$ cat config.mk
export PLATFORM = sky130hd
export DESIGN_NAME = grid_ray_march_column
export DESIGN_NICKNAME = d
export VERILOG_FILES = /design/src/design/grm_pkg.sv /design/src/design/grid_ray_march_column.sv /design/src/design/grm_div.sv /design/src/design/grm_datapath.sv /design/src/design/grm_ctrl.sv
export SDC_FILE = /design/constraint.sdc
export NUM_CORES = 2
export LEC_CHECK = 0
export ABC_AREA = 1
export ABC_CLOCK_PERIOD_IN_PS = 14990
export BUFFER_PORTS_ARGS = -buffer_cell sky130_fd_sc_hd__buf_2
export CORE_MARGIN = 2
export CORE_UTILIZATION = 55
export CTS_CLUSTER_SIZE = 16
export DETAILED_ROUTE_END_ITERATION = 16
export PLACE_DENSITY_LB_ADDON = 0.3
export SKIP_LAST_GASP = 1
export SYNTH_ARGS = -nofsm -noshare
export SYNTH_HDL_FRONTEND = slang
export SYNTH_SLANG_ARGS = --single-unit
$ cat constraint.sdc
create_clock -name clk_i -period 14.99 [get_ports clk_i]
set_input_delay 0.7495 -clock clk_i [delete_from_list [all_inputs] [get_ports clk_i]]
set_output_delay 0.7495 -clock clk_i [all_outputs]
set_load 0.1 [all_outputs]
$ cat src/design/grm_pkg.sv
package grm_pkg;

  // Field widths of the stream payloads.
  localparam int ColumnW   = 12;
  localparam int CellW     = 3;
  localparam int CodeW     = 3;
  localparam int StepOutW  = 8;
  localparam int RowOutW   = 12;
  localparam int InDataW   = 24;
  localparam int OutDataW  = 40;

  // Configuration port and register indexes.
  localparam int CfgIdxW   = 3;
  localparam int CfgDataW  = 20;
  localparam logic [CfgIdxW-1:0] CfgPosX   = 3'd0;
  localparam logic [CfgIdxW-1:0] CfgPosY   = 3'd1;
  localparam logic [CfgIdxW-1:0] CfgStart  = 3'd2;
  localparam logic [CfgIdxW-1:0] CfgSpan   = 3'd3;
  localparam logic [CfgIdxW-1:0] CfgRows   = 3'd4;
  localparam logic [CfgIdxW-1:0] CfgCols   = 3'd5;

  // Request kinds carried in tuser.
  localparam logic CmdWrite = 1'b0;
  localparam logic CmdCast  = 1'b1;

  // Datapath widths.
  localparam int PosW      = 25;
  localparam int IdxW      = 11;
  localparam int StepW     = 14;
  localparam int AngW      = 16;
  localparam int ScrW      = 13;
  localparam int DivNW     = 28;
  localparam int DivDW     = 13;
  localparam int DivCntW   = 5;
  localparam logic [ScrW-1:0] RowsMax = 13'd4096;

  // Sine table constants, Q.30.
  localparam longint unsigned PiQ30    = 64'd3373259426;
  localparam longint unsigned HalfPiQ30 = 64'd1686629713;
  localparam longint unsigned TwoPiQ30 = 64'd6746518852;
  localparam longint TenthDiv          = 64'sd163840;

  // Reciprocal of five for the pad division, 18 fraction bits.
  localparam logic [15:0] RecipFive = 16'd52429;

  typedef enum logic [3:0] {
    ST_CLEAR,
    ST_IDLE,
    ST_ANG_GO,
    ST_ANG_WAIT,
    ST_TAB,
    ST_LOAD,
    ST_MARCH,
    ST_HGT_GO,
    ST_HGT_WAIT,
    ST_PAD,
    ST_FIN
  } grm_state_e;

  typedef struct packed {
    logic clr_wr;
    logic map_wr;
    logic cast_load;
    logic ang_start;
    logic hgt_start;
    logic tab_load;
    logic pos_load;
    logic march_step;
    logic stop;
    logic stop_fail;
    logic pad_load;
    logic out_load;
  } grm_cmd_t;

  typedef struct packed {
    logic clr_last;
    logic div_done;
    logic oob;
    logic hit;
    logic at_limit;
    logic cnt_zero;
    logic out_free;
  } grm_stat_t;

endpackage

$ cat src/design/grid_ray_march_column.sv
// Grid ray marcher for one screen column.
// Requests arrive on the s_axis channel; tuser selects the kind. A write
// request stores one wall code into the map and gives no result. A cast
// request marches a ray for one column and returns one result on m_axis.
// Configuration registers are written through cfg_we_i/cfg_idx_i/cfg_data_i
// while no request is in flight; the user is bound to this, the block does
// not enforce it. A cast uses two passes of the shared restoring divider
// (view angle, then wall height); between them come the table lookup, the
// position load, the march steps and the stopping test, and after the
// second come the pad arithmetic and the result load.
// A cast that stops at the start cell skips the height division and the pad
// arithmetic. The next request can be taken in the cycle after the result
// is loaded. Write requests are stored in the cycle they are accepted. One
// request is worked on at a time. After reset the map is cleared, one cell
// per cycle, before the first request is taken.
// The result waits in an output register; the next request is taken while
// it waits, and a stalled receiver only holds the following cast at its end.
module grid_ray_march_column
  import grm_pkg::*;
#(
  parameter int MAP_DIM      = 8,
  parameter int MAX_STEPS    = 128,
  parameter int SINE_ENTRIES = 256
) (
  input  logic                clk_i,
  input  logic                rst_ni,
  input  logic                s_axis_tvalid,
  output logic                s_axis_tready,
  // column[11:0], cell_row[14:12], cell_col[17:15], cell_value[20:18]
  input  logic [InDataW-1:0]  s_axis_tdata,
  // cmd[0]
  input  logic [0:0]          s_axis_tuser,
  output logic                m_axis_tvalid,
  input  logic                m_axis_tready,
  // wall_code[2:0], step_count[10:3], span_start[22:11], span_end[34:23],
  // ray_status[35]
  output logic [OutDataW-1:0] m_axis_tdata,
  input  logic                cfg_we_i,
  input  logic [CfgIdxW-1:0]  cfg_idx_i,
  input  logic [CfgDataW-1:0] cfg_data_i
);

  grm_cmd_t  cmd;
  grm_stat_t stat;

  grm_ctrl u_ctrl (
    .clk_i      (clk_i),
    .rst_ni     (rst_ni),
    .in_valid_i (s_axis_tvalid),
    .in_kind_i  (s_axis_tuser[0]),
    .in_ready_o (s_axis_tready),
    .stat_i     (stat),
    .cmd_o      (cmd)
  );

  grm_datapath #(
    .MAP_DIM      (MAP_DIM),
    .MAX_STEPS    (MAX_STEPS),
    .SINE_ENTRIES (SINE_ENTRIES)
  ) u_dp (
    .clk_i       (clk_i),
    .rst_ni      (rst_ni),
    .cmd_i       (cmd),
    .stat_o      (stat),
    .cfg_we_i    (cfg_we_i),
    .cfg_idx_i   (cfg_idx_i),
    .cfg_data_i  (cfg_data_i),
    .in_data_i   (s_axis_tdata),
    .out_ready_i (m_axis_tready),
    .out_valid_o (m_axis_tvalid),
    .out_data_o  (m_axis_tdata)
  );

endmodule

$ cat src/design/grm_div.sv
module grm_div
  import grm_pkg::*;
(
  input  logic             clk_i,
  input  logic             rst_ni,
  input  logic             start_i,
  input  logic [DivNW-1:0] dividend_i,
  input  logic [DivDW-1:0] divisor_i,
  output logic [DivNW-1:0] quotient_o,
  output logic             done_o
);

  logic [DivNW-1:0]   quo_q, quo_d;
  logic [DivDW-1:0]   rem_q, rem_d;
  logic [DivDW-1:0]   dvs_q;
  logic [DivCntW-1:0] cnt_q;
  logic               busy_q, done_q;
  logic [DivDW:0]     rem_sh, trial;

  // One quotient bit per cycle, restoring form.
  always_comb begin
    rem_sh = {rem_q, quo_q[DivNW-1]};
    trial  = rem_sh - {1'b0, dvs_q};
    quo_d  = {quo_q[DivNW-2:0], ~trial[DivDW]};
    rem_d  = trial[DivDW] ? rem_sh[DivDW-1:0] : trial[DivDW-1:0];
  end

  always_ff @(posedge clk_i or negedge rst_ni) begin
    if (!rst_ni) begin
      busy_q <= 1'b0;
      done_q <= 1'b0;
      cnt_q  <= '0;
    end else begin
      done_q <= busy_q && (cnt_q == DivCntW'(DivNW - 1));
      if (start_i) begin
        busy_q <= 1'b1;
        cnt_q  <= '0;
      end else if (busy_q) begin
        cnt_q <= cnt_q + 1'b1;
        if (cnt_q == DivCntW'(DivNW - 1)) begin
          busy_q <= 1'b0;
        end
      end
    end
  end

  // Operands and partial results.
  always_ff @(posedge clk_i) begin
    if (start_i) begin
      quo_q <= dividend_i;
      rem_q <= '0;
      dvs_q <= divisor_i;
    end else if (busy_q) begin
      quo_q <= quo_d;
      rem_q <= rem_d;
    end
  end

  assign quotient_o = quo_q;
  assign done_o     = done_q;

endmodule

$ cat src/design/grm_datapath.sv
module grm_datapath
  import grm_pkg::*;
#(
  parameter int MAP_DIM      = 8,
  parameter int MAX_STEPS    = 128,
  parameter int SINE_ENTRIES = 256
) (
  input  logic                clk_i,
  input  logic                rst_ni,
  input  grm_cmd_t            cmd_i,
  output grm_stat_t           stat_o,
  input  logic                cfg_we_i,
  input  logic [CfgIdxW-1:0]  cfg_idx_i,
  input  logic [CfgDataW-1:0] cfg_data_i,
  input  logic [InDataW-1:0]  in_data_i,
  input  logic                out_ready_i,
  output logic                out_valid_o,
  output logic [OutDataW-1:0] out_data_o
);

  localparam int Depth = MAP_DIM * MAP_DIM;
  localparam int AW    = $clog2(Depth);
  localparam int CW    = $clog2(MAX_STEPS + 1);
  localparam int SW    = $clog2(SINE_ENTRIES);

  // Step component of table entry k: Q.30 sine times one tenth, as Q.16.
  function automatic logic signed [StepW-1:0] step_entry(int k);
    longint unsigned x, x2, term;
    longint sum, mag, q;
    logic neg;
    x   = (TwoPiQ30 * longint'(k)) / SINE_ENTRIES;
    neg = 1'b0;
    if (x >= PiQ30) begin
      neg = 1'b1;
      x   = x - PiQ30;
    end
    if (x > HalfPiQ30) x = PiQ30 - x;
    x2   = (x * x) >> 30;
    term = x;
    sum  = longint'(x);
    term = ((term * x2) >> 30) / 6;
    sum  = sum - longint'(term);
    term = ((term * x2) >> 30) / 20;
    sum  = sum + longint'(term);
    term = ((term * x2) >> 30) / 42;
    sum  = sum - longint'(term);
    term = ((term * x2) >> 30) / 72;
    sum  = sum + longint'(term);
    term = ((term * x2) >> 30) / 110;
    sum  = sum - longint'(term);
    term = ((term * x2) >> 30) / 156;
    sum  = sum + longint'(term);
    mag  = sum < 0 ? -sum : sum;
    q    = (mag + TenthDiv / 2) / TenthDiv;
    if (neg != (sum < 0)) q = -q;
    return StepW'(q);
  endfunction

  // Cell index of a position: truncated toward zero, plus one.
  function automatic logic signed [IdxW-1:0] cell_idx(logic signed [PosW-1:0] p);
    logic [PosW-1:0] m;
    logic signed [IdxW-1:0] t;
    m = p[PosW-1] ? PosW'(-p) : PosW'(p);
    t = $signed(IdxW'(m[PosW-1:16]));
    return p[PosW-1] ? IdxW'(1) - t : t + IdxW'(1);
  endfunction

  // Step table, built at elaboration.
  logic signed [StepW-1:0] step_tab [SINE_ENTRIES];
  for (genvar g = 0; g < SINE_ENTRIES; g++) begin : g_tab
    assign step_tab[g] = step_entry(g);
  end

  // Configuration registers.
  logic signed [CfgDataW-1:0] pos_x_q, pos_y_q;
  logic [AngW-1:0]            start_q, span_q;
  logic [ScrW-1:0]            rows_q, cols_q;

  always_ff @(posedge clk_i or negedge rst_ni) begin
    if (!rst_ni) begin
      pos_x_q <= 20'sd196608;
      pos_y_q <= 20'sd196608;
      start_q <= '0;
      span_q  <= 16'd10923;
      rows_q  <= 13'd480;
      cols_q  <= 13'd640;
    end else if (cfg_we_i) begin
      case (cfg_idx_i)
        CfgPosX:  pos_x_q <= $signed(cfg_data_i);
        CfgPosY:  pos_y_q <= $signed(cfg_data_i);
        CfgStart: start_q <= cfg_data_i[AngW-1:0];
        CfgSpan:  span_q  <= cfg_data_i[AngW-1:0];
        CfgRows:  rows_q  <= cfg_data_i[ScrW-1:0];
        CfgCols:  cols_q  <= cfg_data_i[ScrW-1:0];
        default: ;
      endcase
    end
  end

  // Effective screen size: zero counts as one, rows capped.
  logic [ScrW-1:0] rows_e, cols_e;
  assign cols_e = (cols_q == '0) ? ScrW'(1) : cols_q;
  always_comb begin
    rows_e = rows_q;
    if (rows_q == '0) rows_e = ScrW'(1);
    if (rows_q > RowsMax) rows_e = RowsMax;
  end

  // Latched column of the cast request.
  logic [ColumnW-1:0] column_q;
  always_ff @(posedge clk_i) begin
    if (cmd_i.cast_load) column_q <= in_data_i[ColumnW-1:0];
  end

  // Shared divider: view angle first, wall height later.
  logic [DivNW-1:0] div_a, div_q;
  logic [DivDW-1:0] div_b;
  logic [CW-1:0]    cnt_q;
  logic             div_done;

  always_comb begin
    if (cmd_i.hgt_start) begin
      div_a = DivNW'(rows_e) * DivNW'(10);
      div_b = DivDW'(cnt_q);
    end else begin
      div_a = DivNW'(span_q) * DivNW'(column_q);
      div_b = cols_e;
    end
  end

  grm_div u_div (
    .clk_i      (clk_i),
    .rst_ni     (rst_ni),
    .start_i    (cmd_i.ang_start | cmd_i.hgt_start),
    .dividend_i (div_a),
    .divisor_i  (div_b),
    .quotient_o (div_q),
    .done_o     (div_done)
  );

  // Step vector from the table.
  logic [AngW-1:0] ang, ang_c;
  logic [SW-1:0]   sin_idx, cos_idx;
  logic signed [StepW-1:0] dx_q, dy_q;

  assign ang     = start_q + div_q[AngW-1:0];
  assign ang_c   = ang + AngW'(16384);
  assign sin_idx = SW'((32'(ang) * 32'(SINE_ENTRIES)) >> 16);
  assign cos_idx = SW'((32'(ang_c) * 32'(SINE_ENTRIES)) >> 16);

  always_ff @(posedge clk_i) begin
    if (cmd_i.tab_load) begin
      dx_q <= step_tab[cos_idx];
      dy_q <= step_tab[sin_idx];
    end
  end

  // March position and the cell it lies in.
  logic signed [PosW-1:0] mx_q, my_q, mx_d, my_d;
  logic signed [IdxW-1:0] ri, ci;
  logic                   in_map;
  logic [AW-1:0]          rd_addr;

  always_comb begin
    if (cmd_i.pos_load) begin
      mx_d = PosW'(pos_x_q);
      my_d = PosW'(pos_y_q);
    end else begin
      mx_d = mx_q + PosW'(dx_q);
      my_d = my_q + PosW'(dy_q);
    end
    ri      = cell_idx(my_d);
    ci      = cell_idx(mx_d);
    in_map  = (ri >= 0) && (ri < IdxW'(MAP_DIM)) && (ci >= 0) && (ci < IdxW'(MAP_DIM));
    rd_addr = AW'(ri * IdxW'(MAP_DIM) + ci);
  end

  logic oob_q;
  always_ff @(posedge clk_i or negedge rst_ni) begin
    if (!rst_ni) begin
      cnt_q <= '0;
    end else if (cmd_i.pos_load) begin
      cnt_q <= '0;
    end else if (cmd_i.march_step) begin
      cnt_q <= cnt_q + 1'b1;
    end
  end

  always_ff @(posedge clk_i) begin
    if (cmd_i.pos_load || cmd_i.march_step) begin
      mx_q  <= mx_d;
      my_q  <= my_d;
      oob_q <= ~in_map;
    end
  end

  // Map memory with clearing pass after reset.
  logic [CodeW-1:0] map_mem [Depth];
  logic [CodeW-1:0] rd_q;
  logic [AW-1:0]    clr_q, wr_addr;
  logic [CellW-1:0] w_row, w_col, w_val;
  logic             w_ok;

  assign w_col   = in_data_i[ColumnW+CellW +: CellW];
  assign w_row   = in_data_i[ColumnW +: CellW];
  assign w_val   = in_data_i[ColumnW+2*CellW +: CellW];
  assign w_ok    = (32'(w_row) < MAP_DIM) && (32'(w_col) < MAP_DIM);
  assign wr_addr = AW'(32'(w_row) * MAP_DIM + 32'(w_col));

  always_ff @(posedge clk_i or negedge rst_ni) begin
    if (!rst_ni) begin
      clr_q <= '0;
    end else if (cmd_i.clr_wr) begin
      clr_q <= clr_q + 1'b1;
    end
  end

  always_ff @(posedge clk_i) begin
    if (cmd_i.clr_wr) begin
      map_mem[clr_q] <= '0;
    end else if (cmd_i.map_wr && w_ok) begin
      map_mem[wr_addr] <= w_val;
    end
    rd_q <= map_mem[rd_addr];
  end

  // March outcome.
  logic [CodeW-1:0] code_q;
  logic             fail_q;
  always_ff @(posedge clk_i) begin
    if (cmd_i.stop) begin
      code_q <= cmd_i.stop_fail ? '0 : rd_q;
      fail_q <= cmd_i.stop_fail;
    end
  end

  // Pad = (rows - size) / 5 toward zero, via reciprocal multiply.
  logic signed [17:0] diff;
  logic [16:0]        dmag;
  logic [32:0]        prod;
  logic signed [16:0] pad_q;
  logic [16:0]        pmag;

  assign diff = $signed({5'b0, rows_e}) - $signed({2'b0, div_q[15:0]});
  assign dmag = diff[17] ? 17'(-diff) : 17'(diff);
  assign prod = 33'(dmag) * 33'(RecipFive);
  assign pmag = 17'(prod[32:18]);

  always_ff @(posedge clk_i) begin
    if (cmd_i.pad_load) pad_q <= diff[17] ? -$signed(pmag) : $signed(pmag);
  end

  // Clamped span and the result register.
  logic signed [17:0] rmax, s0, s1;
  logic [RowOutW-1:0] sp0, sp1;
  logic [StepOutW-1:0] steps_sat;

  always_comb begin
    rmax = $signed({5'b0, rows_e}) - 18'sd1;
    if (cnt_q == '0) begin
      s0 = '0;
      s1 = rmax;
    end else begin
      s0 = 18'(pad_q);
      s1 = $signed({5'b0, rows_e}) - 18'(pad_q);
      if (s0 < 0) s0 = '0;
      if (s1 > rmax) s1 = rmax;
      if (s0 > rmax) s0 = rmax;
      if (s1 < 0) s1 = '0;
    end
    sp0       = s0[RowOutW-1:0];
    sp1       = s1[RowOutW-1:0];
    steps_sat = (32'(cnt_q) > 255) ? '1 : StepOutW'(cnt_q);
  end

  logic                vld_q;
  logic [OutDataW-1:0] out_q;

  always_ff @(posedge clk_i or negedge rst_ni) begin
    if (!rst_ni) begin
      vld_q <= 1'b0;
    end else if (cmd_i.out_load) begin
      vld_q <= 1'b1;
    end else if (out_ready_i) begin
      vld_q <= 1'b0;
    end
  end

  always_ff @(posedge clk_i) begin
    if (cmd_i.out_load) out_q <= {4'b0, fail_q, sp1, sp0, steps_sat, code_q};
  end

  assign out_valid_o = vld_q;
  assign out_data_o  = out_q;

  assign stat_o.clr_last = (clr_q == AW'(Depth - 1));
  assign stat_o.div_done = div_done;
  assign stat_o.oob      = oob_q;
  assign stat_o.hit      = (rd_q != '0);
  assign stat_o.at_limit = (32'(cnt_q) >= MAX_STEPS);
  assign stat_o.cnt_zero = (cnt_q == '0);
  assign stat_o.out_free = ~vld_q | out_ready_i;

endmodule

$ cat src/design/grm_ctrl.sv
module grm_ctrl
  import grm_pkg::*;
(
  input  logic      clk_i,
  input  logic      rst_ni,
  input  logic      in_valid_i,
  input  logic      in_kind_i,
  output logic      in_ready_o,
  input  grm_stat_t stat_i,
  output grm_cmd_t  cmd_o
);

  grm_state_e state_q, state_d;
  logic       acc;

  assign acc = in_valid_i && (state_q == ST_IDLE);

  always_ff @(posedge clk_i or negedge rst_ni) begin
    if (!rst_ni) begin
      state_q <= ST_CLEAR;
    end else begin
      state_q <= state_d;
    end
  end

  // Next state.
  always_comb begin
    state_d = state_q;
    case (state_q)
      ST_CLEAR:    if (stat_i.clr_last) state_d = ST_IDLE;
      ST_IDLE:     if (acc && in_kind_i == CmdCast) state_d = ST_ANG_GO;
      ST_ANG_GO:   state_d = ST_ANG_WAIT;
      ST_ANG_WAIT: if (stat_i.div_done) state_d = ST_TAB;
      ST_TAB:      state_d = ST_LOAD;
      ST_LOAD:     state_d = ST_MARCH;
      ST_MARCH: begin
        if (stat_i.oob || stat_i.hit || stat_i.at_limit) begin
          state_d = stat_i.cnt_zero ? ST_FIN : ST_HGT_GO;
        end
      end
      ST_HGT_GO:   state_d = ST_HGT_WAIT;
      ST_HGT_WAIT: if (stat_i.div_done) state_d = ST_PAD;
      ST_PAD:      state_d = ST_FIN;
      ST_FIN:      if (stat_i.out_free) state_d = ST_IDLE;
      default:     state_d = ST_CLEAR;
    endcase
  end

  // Commands to the datapath.
  always_comb begin
    cmd_o      = '0;
    in_ready_o = (state_q == ST_IDLE);
    case (state_q)
      ST_CLEAR: cmd_o.clr_wr = 1'b1;
      ST_IDLE: begin
        cmd_o.map_wr    = acc && (in_kind_i == CmdWrite);
        cmd_o.cast_load = acc && (in_kind_i == CmdCast);
      end
      ST_ANG_GO: cmd_o.ang_start = 1'b1;
      ST_TAB:    cmd_o.tab_load  = 1'b1;
      ST_LOAD:   cmd_o.pos_load  = 1'b1;
      ST_MARCH: begin
        if (stat_i.oob) begin
          cmd_o.stop      = 1'b1;
          cmd_o.stop_fail = 1'b1;
        end else if (stat_i.hit) begin
          cmd_o.stop = 1'b1;
        end else if (stat_i.at_limit) begin
          cmd_o.stop      = 1'b1;
          cmd_o.stop_fail = 1'b1;
        end else begin
          cmd_o.march_step = 1'b1;
        end
      end
      ST_HGT_GO: cmd_o.hgt_start = 1'b1;
      ST_PAD:    cmd_o.pad_load  = 1'b1;
      ST_FIN:    cmd_o.out_load  = stat_i.out_free;
      default: ;
    endcase
  end

endmodule

# Word-level counts from Yosys, hierarchy flattened

Memories as Yosys holds them, arrays and structs flattened. A register that Yosys moved wholly into a read port is not among the register bits.
Index checks and enable logic that the tools add are counted.

Register bits: 298
RAM bits: 192
Memory bits (read-only): 7,168
Output and inout bits: 42
Logic and storage cells: 187
Memories: 3

Memory list:

| memory          | depth | width | rd ports | clocked after Yosys merged registers in | write ports | line                | source |
|---|---|---|---|---|---|---|---|
| (no name shown) | 256   | 14    | 1        | 1                                       | 0           | grm_datapath.sv:153 | `dx_q <= step_tab[cos_idx];` |
| (no name shown) | 256   | 14    | 1        | 1                                       | 0           | grm_datapath.sv:154 | `dy_q <= step_tab[sin_idx];` |
| u_dp.map_mem    | 64    | 3     | 1        | 1                                       | 1           | grm_datapath.sv:198 | `logic [CodeW-1:0] map_mem [Depth];` |

$add $sub $neg: 21
Multipliers: 3
$lt $le $gt $ge: 10
Equality and inequality tests: 23
Multiplexer cells: 64
Bitwise gates (word level): 8
Reduce and logical (&&, ||, !) cells: 28

Operators by type and width:

| kind                                                                                 | number |
|---|---|
| 25-bit two-way mux                                                                   | 4 |
| 28-bit two-way mux                                                                   | 3 |
| 18-bit two-way mux                                                                   | 4 |
| 25-bit by 14-bit adder with 25-bit output                                            | 2 |
| 25-bit negation                                                                      | 2 |
| 4-bit one-hot mux with 11 select lines                                               | 1 |
| 13-bit two-way mux                                                                   | 3 |
| 18-bit by 14-bit greater-than comparator with 1-bit output                           | 2 |
| 12-bit two-way mux                                                                   | 3 |
| 17-bit by 16-bit multiplier with 33-bit output, second input constant                | 1 |
| 8-bit two-way mux                                                                    | 4 |
| 16-bit by 12-bit multiplier with 28-bit output                                       | 1 |
| 4-bit two-way mux                                                                    | 7 |
| 13-bit zero test                                                                     | 2 |
| 1-bit two-way mux                                                                    | 23 |
| 11-bit by 1-bit greater-or-equal comparator with 1-bit output, second input constant | 2 |
| 11-bit by 5-bit < comparator with 1-bit output, second input constant                | 2 |
| 11-bit two-way mux                                                                   | 2 |
| 9-bit by 1-bit adder with 10-bit output, second input constant                       | 2 |
| 1-bit by 9-bit subtractor with 10-bit output, first input constant                   | 2 |
| 18-bit by 1-bit < comparator with 1-bit output, second input constant                | 1 |
| 8-bit inverter with 9-bit output                                                     | 2 |
| 14-bit by 17-bit subtractor with 18-bit output                                       | 1 |
| 17-bit by 1-bit < comparator with 1-bit output, second input constant                | 1 |
| other kinds (45)                                                                     | 80 |

# Longest topological paths before layout

Depth after elaboration: 12
Gate-level depth with buffers: 52
Gate-level depth less buffers: 52

# By module

A second synthesis with hierarchy kept.

Cells, all modules: 6,132
Area, all modules: 46,659.8 sq um

Modules (own cells, without submodules):

| module       | instances | cells an instance | area each (sq um) | sequential area each (sq um) |
|---|---|---|---|---|
| grm_datapath | 1         | 5,610             | 42,707.2          | 13,120.1 |
| grm_div      | 1         | 441               | 3,487.1           | 1,666.6 |
| grm_ctrl     | 1         | 81                | 465.4             | 100.1 |

# Worst setup path before layout

OpenSTA, ideal clock, no wires.

Path kind: reg2reg
Start point: register u_dp.rows_q[0]
End point: register u_dp.pad_q[15] (data pin)
Setup time: 0.255 ns
Arrival: 8.071 ns
Data required time: 14.735 ns
Setup slack: 6.664 ns
Stages on the path, launching flop included: 38
Path buffers: 2
Clock period less this slack: 8.326 ns
Path through: dfrtp_1 -> nor4_1 -> nand3_1 -> nand2_1 -> inv_1 -> nor2_1 -> ha_1 -> a21o_1 -> a21oi_1 -> nand2_1 -> nand3_1 -> nand2_2 -> inv_1 -> clkbuf_1 -> clkbuf_1 -> nand2_1 -> xnor2_1 -> ha_1 -> (+2 left out) -> inv_1 -> fa_1 -> fa_1 -> fa_1 -> inv_1 -> fa_1 -> inv_1 -> ha_1 -> a21oi_1 -> o21ai_0 -> a211oi_1 -> nand2_1 -> xnor2_1 -> nand2_1 -> nor3_1 -> nand3_1 -> o21ai_0 -> inv_1

Word-level cells in the longest chain between the ends: 8
Elaborated cells on any way between the ends: 9

Ends and longest elaborated chain:

| what                                                                                   | line                | source |
|---|---|---|
| start: declaration                                                                     | grm_datapath.sv:77  | `logic [ScrW-1:0] rows_q, cols_q;` |
| start signal: assignment                                                               | grm_datapath.sv:93  | `CfgRows: rows_q <= cfg_data_i[ScrW-1:0];` |
| parallel branches: the longest is 2 deep, another holds 13-bit greater-than comparator | -                   |  |
| 13-bit two-way mux *                                                                   | grm_datapath.sv:106 | `if (rows_q > RowsMax) rows_e = RowsMax;` |
| 13-bit by 16-bit subtractor with 17-bit output *                                       | grm_datapath.sv:244 | `assign diff = $signed({5'b0, rows_e}) - $signed({2'b0, div_q[15:0]});` |
| 17-bit negation                                                                        | grm_datapath.sv:245 | `assign dmag = diff[17] ? 17'(-diff) : 17'(diff);` |
| 17-bit two-way mux                                                                     | grm_datapath.sv:245 |  |
| 17-bit by 16-bit multiplier with 33-bit output                                         | grm_datapath.sv:246 | `assign prod = 33'(dmag) * 33'(RecipFive);` |
| 15-bit negation with 17-bit output                                                     | grm_datapath.sv:250 | `if (cmd_i.pad_load) pad_q <= diff[17] ? -$signed(pmag) : $signed(pmag);` |
| end signal: assignment                                                                 | grm_datapath.sv:250 |  |
| end: declaration                                                                       | grm_datapath.sv:241 | `logic signed [16:0] pad_q;` |

Every way passes the cells marked *.
A chain may end at the register's enable or synchronous reset.

# Worst setup path after layout

Start point: register u_dp.rows_q[4]
End point: register u_dp.pad_q[16] (data pin)

Same word-level chain as after synthesis.

==> flow_metrics.env <==
export IMPL_placed_cell_area_um2=47260
export IMPL_r2r_setup_slack_ns=4.79
export IMPL_vias=40270
export IMPL_syn_inst=5960
export IMPL_cp_max_fo=7
export IMPL_fin_area_um2=49230
export IMPL_die_h_um=293.1
export IMPL_avgSynthCellArea_um2=7.715
export IMPL_layout_cells_non_filler=7094
export IMPL_synthSimpleGateAreaFrac_pct=25.27
export IMPL_synthDistinctLibCells=67
export IMPL_synthFlopType="edfxtp_1"
export IMPL_area_growth_pct=7.064
export IMPL_synth_top_family_by_area="simple AND/OR/NAND/NOR gates"
export IMPL_start_kind="flip-flop"
export IMPL_grt_util_all_layers_pct=30.82
export IMPL_ioPinCount=95
export IMPL_cpPeakStageDelay_ns=0.63
export IMPL_die_area_um2=85930
export IMPL_critPathCaptureType="flip-flop"
export IMPL_core_area_um2=83160
export IMPL_synth_xor_area_share_pct=2.210
export IMPL_tritoncts="yes"
export IMPL_finalSetupViolCount=0
export IMPL_clockRootBuffer="clkbuf_16"
export IMPL_cts_hold_buf=0
export IMPL_slowest_stage="xor2_1"
export IMPL_vias_per_cell=5.677
export IMPL_layout_setup_ws_ns=4.788
export IMPL_grt_pass1_vias=38540
export IMPL_cp_common_cell="nand2_1"
export IMPL_cap_violations=0
export IMPL_tightestPinTransition_ns=1.244
export IMPL_cts_htree_levels=2
export IMPL_cts_setup_buffers=0
export IMPL_crit_type="reg2reg"
export IMPL_cts_resized=0
export IMPL_antenna_found_initial=3
export IMPL_grt_max_degree=98
export IMPL_cts_buffer_depth=3
export IMPL_numCtsBuffers=58
export IMPL_gp_congestion=0.9763
export IMPL_fin_crit_sh_pct=68.06
export IMPL_finalClockSkew_ns=0.03791
export IMPL_post_route_min_period_ns=10.20
export IMPL_drive_gt1_share_pct=5.654
export IMPL_drc=0
export IMPL_ant_nets=0
export IMPL_grt_pass1_wl_um=208200
export IMPL_fin_setup_tns_ns=0
export IMPL_async_flop_share_pct=23.80
export IMPL_chipWidth_um=293.1
export IMPL_drtIter0Drc=3733
export IMPL_finalHoldViolCount=0
export IMPL_yosys_warnings=0
export IMPL_overflow=0
export IMPL_clk_pin_slew_ns=0.06
export IMPL_required_ns=15.35
export IMPL_insertion_delay_ns=0.65
export IMPL_synth_seq_cells=521
export IMPL_numPortBuffers=87
export IMPL_reg2reg_from="u_dp.rows_q[4]$_DFFE_PN0P_"
export IMPL_num_rows=106
export IMPL_hold_class="in2async"
export IMPL_reg2reg_depth=47
export IMPL_wirelength_um=132600
export IMPL_netlist_area_um2=45980
export IMPL_synth_compound_area_share_pct=9.638
export IMPL_clock_sinks=521
export IMPL_reg2reg_to="u_dp.pad_q[16]$_SDFFCE_PP0P_"
export IMPL_muxShareOfSynthArea_pct=0
export IMPL_final_nets=6645
export IMPL_max_freq_mhz=98.02
export IMPL_preCtsSetupSlack_ns=4.919
export IMPL_critPathArrivalTime_ns=10.56
export IMPL_dp_cells=6985
export IMPL_yosysSeqAreaShare_pct=32.38
export IMPL_slew_violations=0
export IMPL_start_util_pct=55.29
export IMPL_outcome="complete, no violations"
export IMPL_dp_hpwl_um=99250
export IMPL_synth_edff_count=381
export IMPL_rsz0062_at_grt="false"
export IMPL_synth_fa_ha_area_share_pct=20.85
export IMPL_max_slew_margin_pct=16.88
export IMPL_wl_per_cell_um=18.69
export IMPL_drtPass1Iterations=6
-- synth_stat cells, types with 16 or more instances --
library cell | n | share of area (%)
nand3_1 | 375 | 4.1
nor2_1 | 456 | 3.7
a21oi_1 | 226 | 2.5
o21ai_0 | 324 | 3.5
clkbuf_1 | 122 | 1.0
o211ai_1 | 34 | 0.56
dfxtp_1 | 16 | 0.70
a211oi_1 | 21 | 0.34
edfxtp_1 | 381 | 25
nand2_1 | 1713 | 14
xnor2_1 | 36 | 0.69
buf_2 | 32 | 0.35
ha_1 | 395 | 11
nand4_1 | 78 | 1.1
inv_2 | 17 | 0.14
nor3_1 | 48 | 0.52
nand3b_1 | 18 | 0.29
fa_1 | 232 | 10
nor4_1 | 26 | 0.35
o221ai_1 | 19 | 0.36
a31oi_1 | 21 | 0.29
dfstp_2 | 18 | 1.0
xor2_1 | 80 | 1.5
inv_1 | 921 | 7.5
or2_2 | 18 | 0.24
dfrtp_1 | 106 | 5.8
nand2_2 | 21 | 0.29
-- cells by family after synthesis --
family          after synthesis
compound gates              770
fa+ha+maj                   627
flops                       521
xor+xnor                    116
buf+inv                    1132
simple gates               2792
other cells                   2
-- cells in the final DEF (no fill, tap or decap), types with 12 or more instances in the layout --
master	Yosys	final
nand2_1	1713	1711
inv_1	921	920
nor2_1	456	449
ha_1	395	395
edfxtp_1	381	381
nand3_1	375	375
o21ai_0	324	324
fa_1	232	232
a21oi_1	226	226
dfrtp_1	106	106
buf_2	32	86
nand4_1	78	78
xor2_1	80	78
clkbuf_16	0	61
nor3_1	48	48
xnor2_1	36	36
buf_4	15	35
o211ai_1	34	34
nor4_1	26	26
nand2_2	21	23
a31oi_1	21	21
a211oi_1	21	21
o221ai_1	19	19
or2_2	18	18
nand3b_1	18	18
dfstp_2	18	18
inv_2	17	17
dfxtp_1	16	16
o21bai_1	14	14
o21ai_1	14	14
conb_1	2	13
clkinv_1	4	12
a21o_1	12	12
o22ai_1	12	12
o2111ai_1	12	12
-- registers in the layout, indices dropped and copies added, names as in the netlist, 6 cells and up --
signal and count:
u_dp.pos_x_q 20, u_dp.u_div.rem_q 13, u_dp.rows_q 13, u_dp.u_div.dvs_q 13, u_dp.cnt_q 8, u_dp.cols_q 13
u_dp.start_q 16, u_dp.column_q 12, u_dp.mx_q 25, u_dp.dx_q 14, u_dp.u_div.quotient_o 28, u_dp.span_q 16
u_dp.clr_q 6, u_dp.map_mem 192, u_dp.pos_y_q 20, u_dp.dy_q 14, u_dp.pad_q 17, u_dp.my_q 25
u_dp.out_data_o 36
-- final cells by class --
cell class | instances | area, um2
fill | 7540 | 33930
inverter | 944 | 3548
sequential | 521 | 14890
clock buffer | 73 | 1612
multi-input combinational | 4318 | 26770
antenna | 1 | 2.502
tap | 1080 | 1351
timing repair buffer | 122 | 704.4
clock inverter | 35 | 351.6
-- metal layers --
layer	vias to the layer above	track usage (%)	part of all wire [%]
li1	19340	-	-
met1	19060	42.25	42
met2	1570	50.61	46
met3	304	3.457	7.4
met4	2	11.21	3.8
met5	-	0	0.014
-- worst max-delay path by stage --
stage / startpoint / to / cells past startpoint
floorplan: u_dp.rows_q[0]$_DFFE_PN0P_ / u_dp.pad_q[15]$_SDFFCE_PP0P_ / 37
global placement: u_dp.rows_q[4]$_DFFE_PN0P_ / u_dp.pad_q[16]$_SDFFCE_PP0P_ / 38
detailed placement: u_dp.rows_q[4]$_DFFE_PN0P_ / u_dp.pad_q[16]$_SDFFCE_PP0P_ / 41
CTS: u_dp.rows_q[4]$_DFFE_PN0P_ / u_dp.pad_q[16]$_SDFFCE_PP0P_ / 41
global route: u_dp.rows_q[4]$_DFFE_PN0P_ / u_dp.pad_q[16]$_SDFFCE_PP0P_ / 41
finish: u_dp.rows_q[4]$_DFFE_PN0P_ / u_dp.pad_q[16]$_SDFFCE_PP0P_ / 47
-- metrics by stage --
step	utilization, %	hold WS [ns]
floorplan	-	0.4003
global placement	56.84	0.4059
detailed placement	56.84	0.4084
CTS	59.20	0.07239
global route	59.20	0.1119
finish	59.20	0.08245
-- critical path, delay by kind of cell (launching register included) --
| family | cells | cell delay (ns) |
|---|---|---|
| buf+inv | 5 | 0.37 |
| compound gates | 6 | 0.83 |
| fa+ha+maj | 8 | 3.46 |
| xor+xnor | 3 | 1.45 |
| flops | 1 | 0.40 |
| simple gates | 25 | 3.41 |
Power is left out: the tool's default activity adds up to more than one toggle a clock period on the data nets, which glitch-free logic cannot reach.
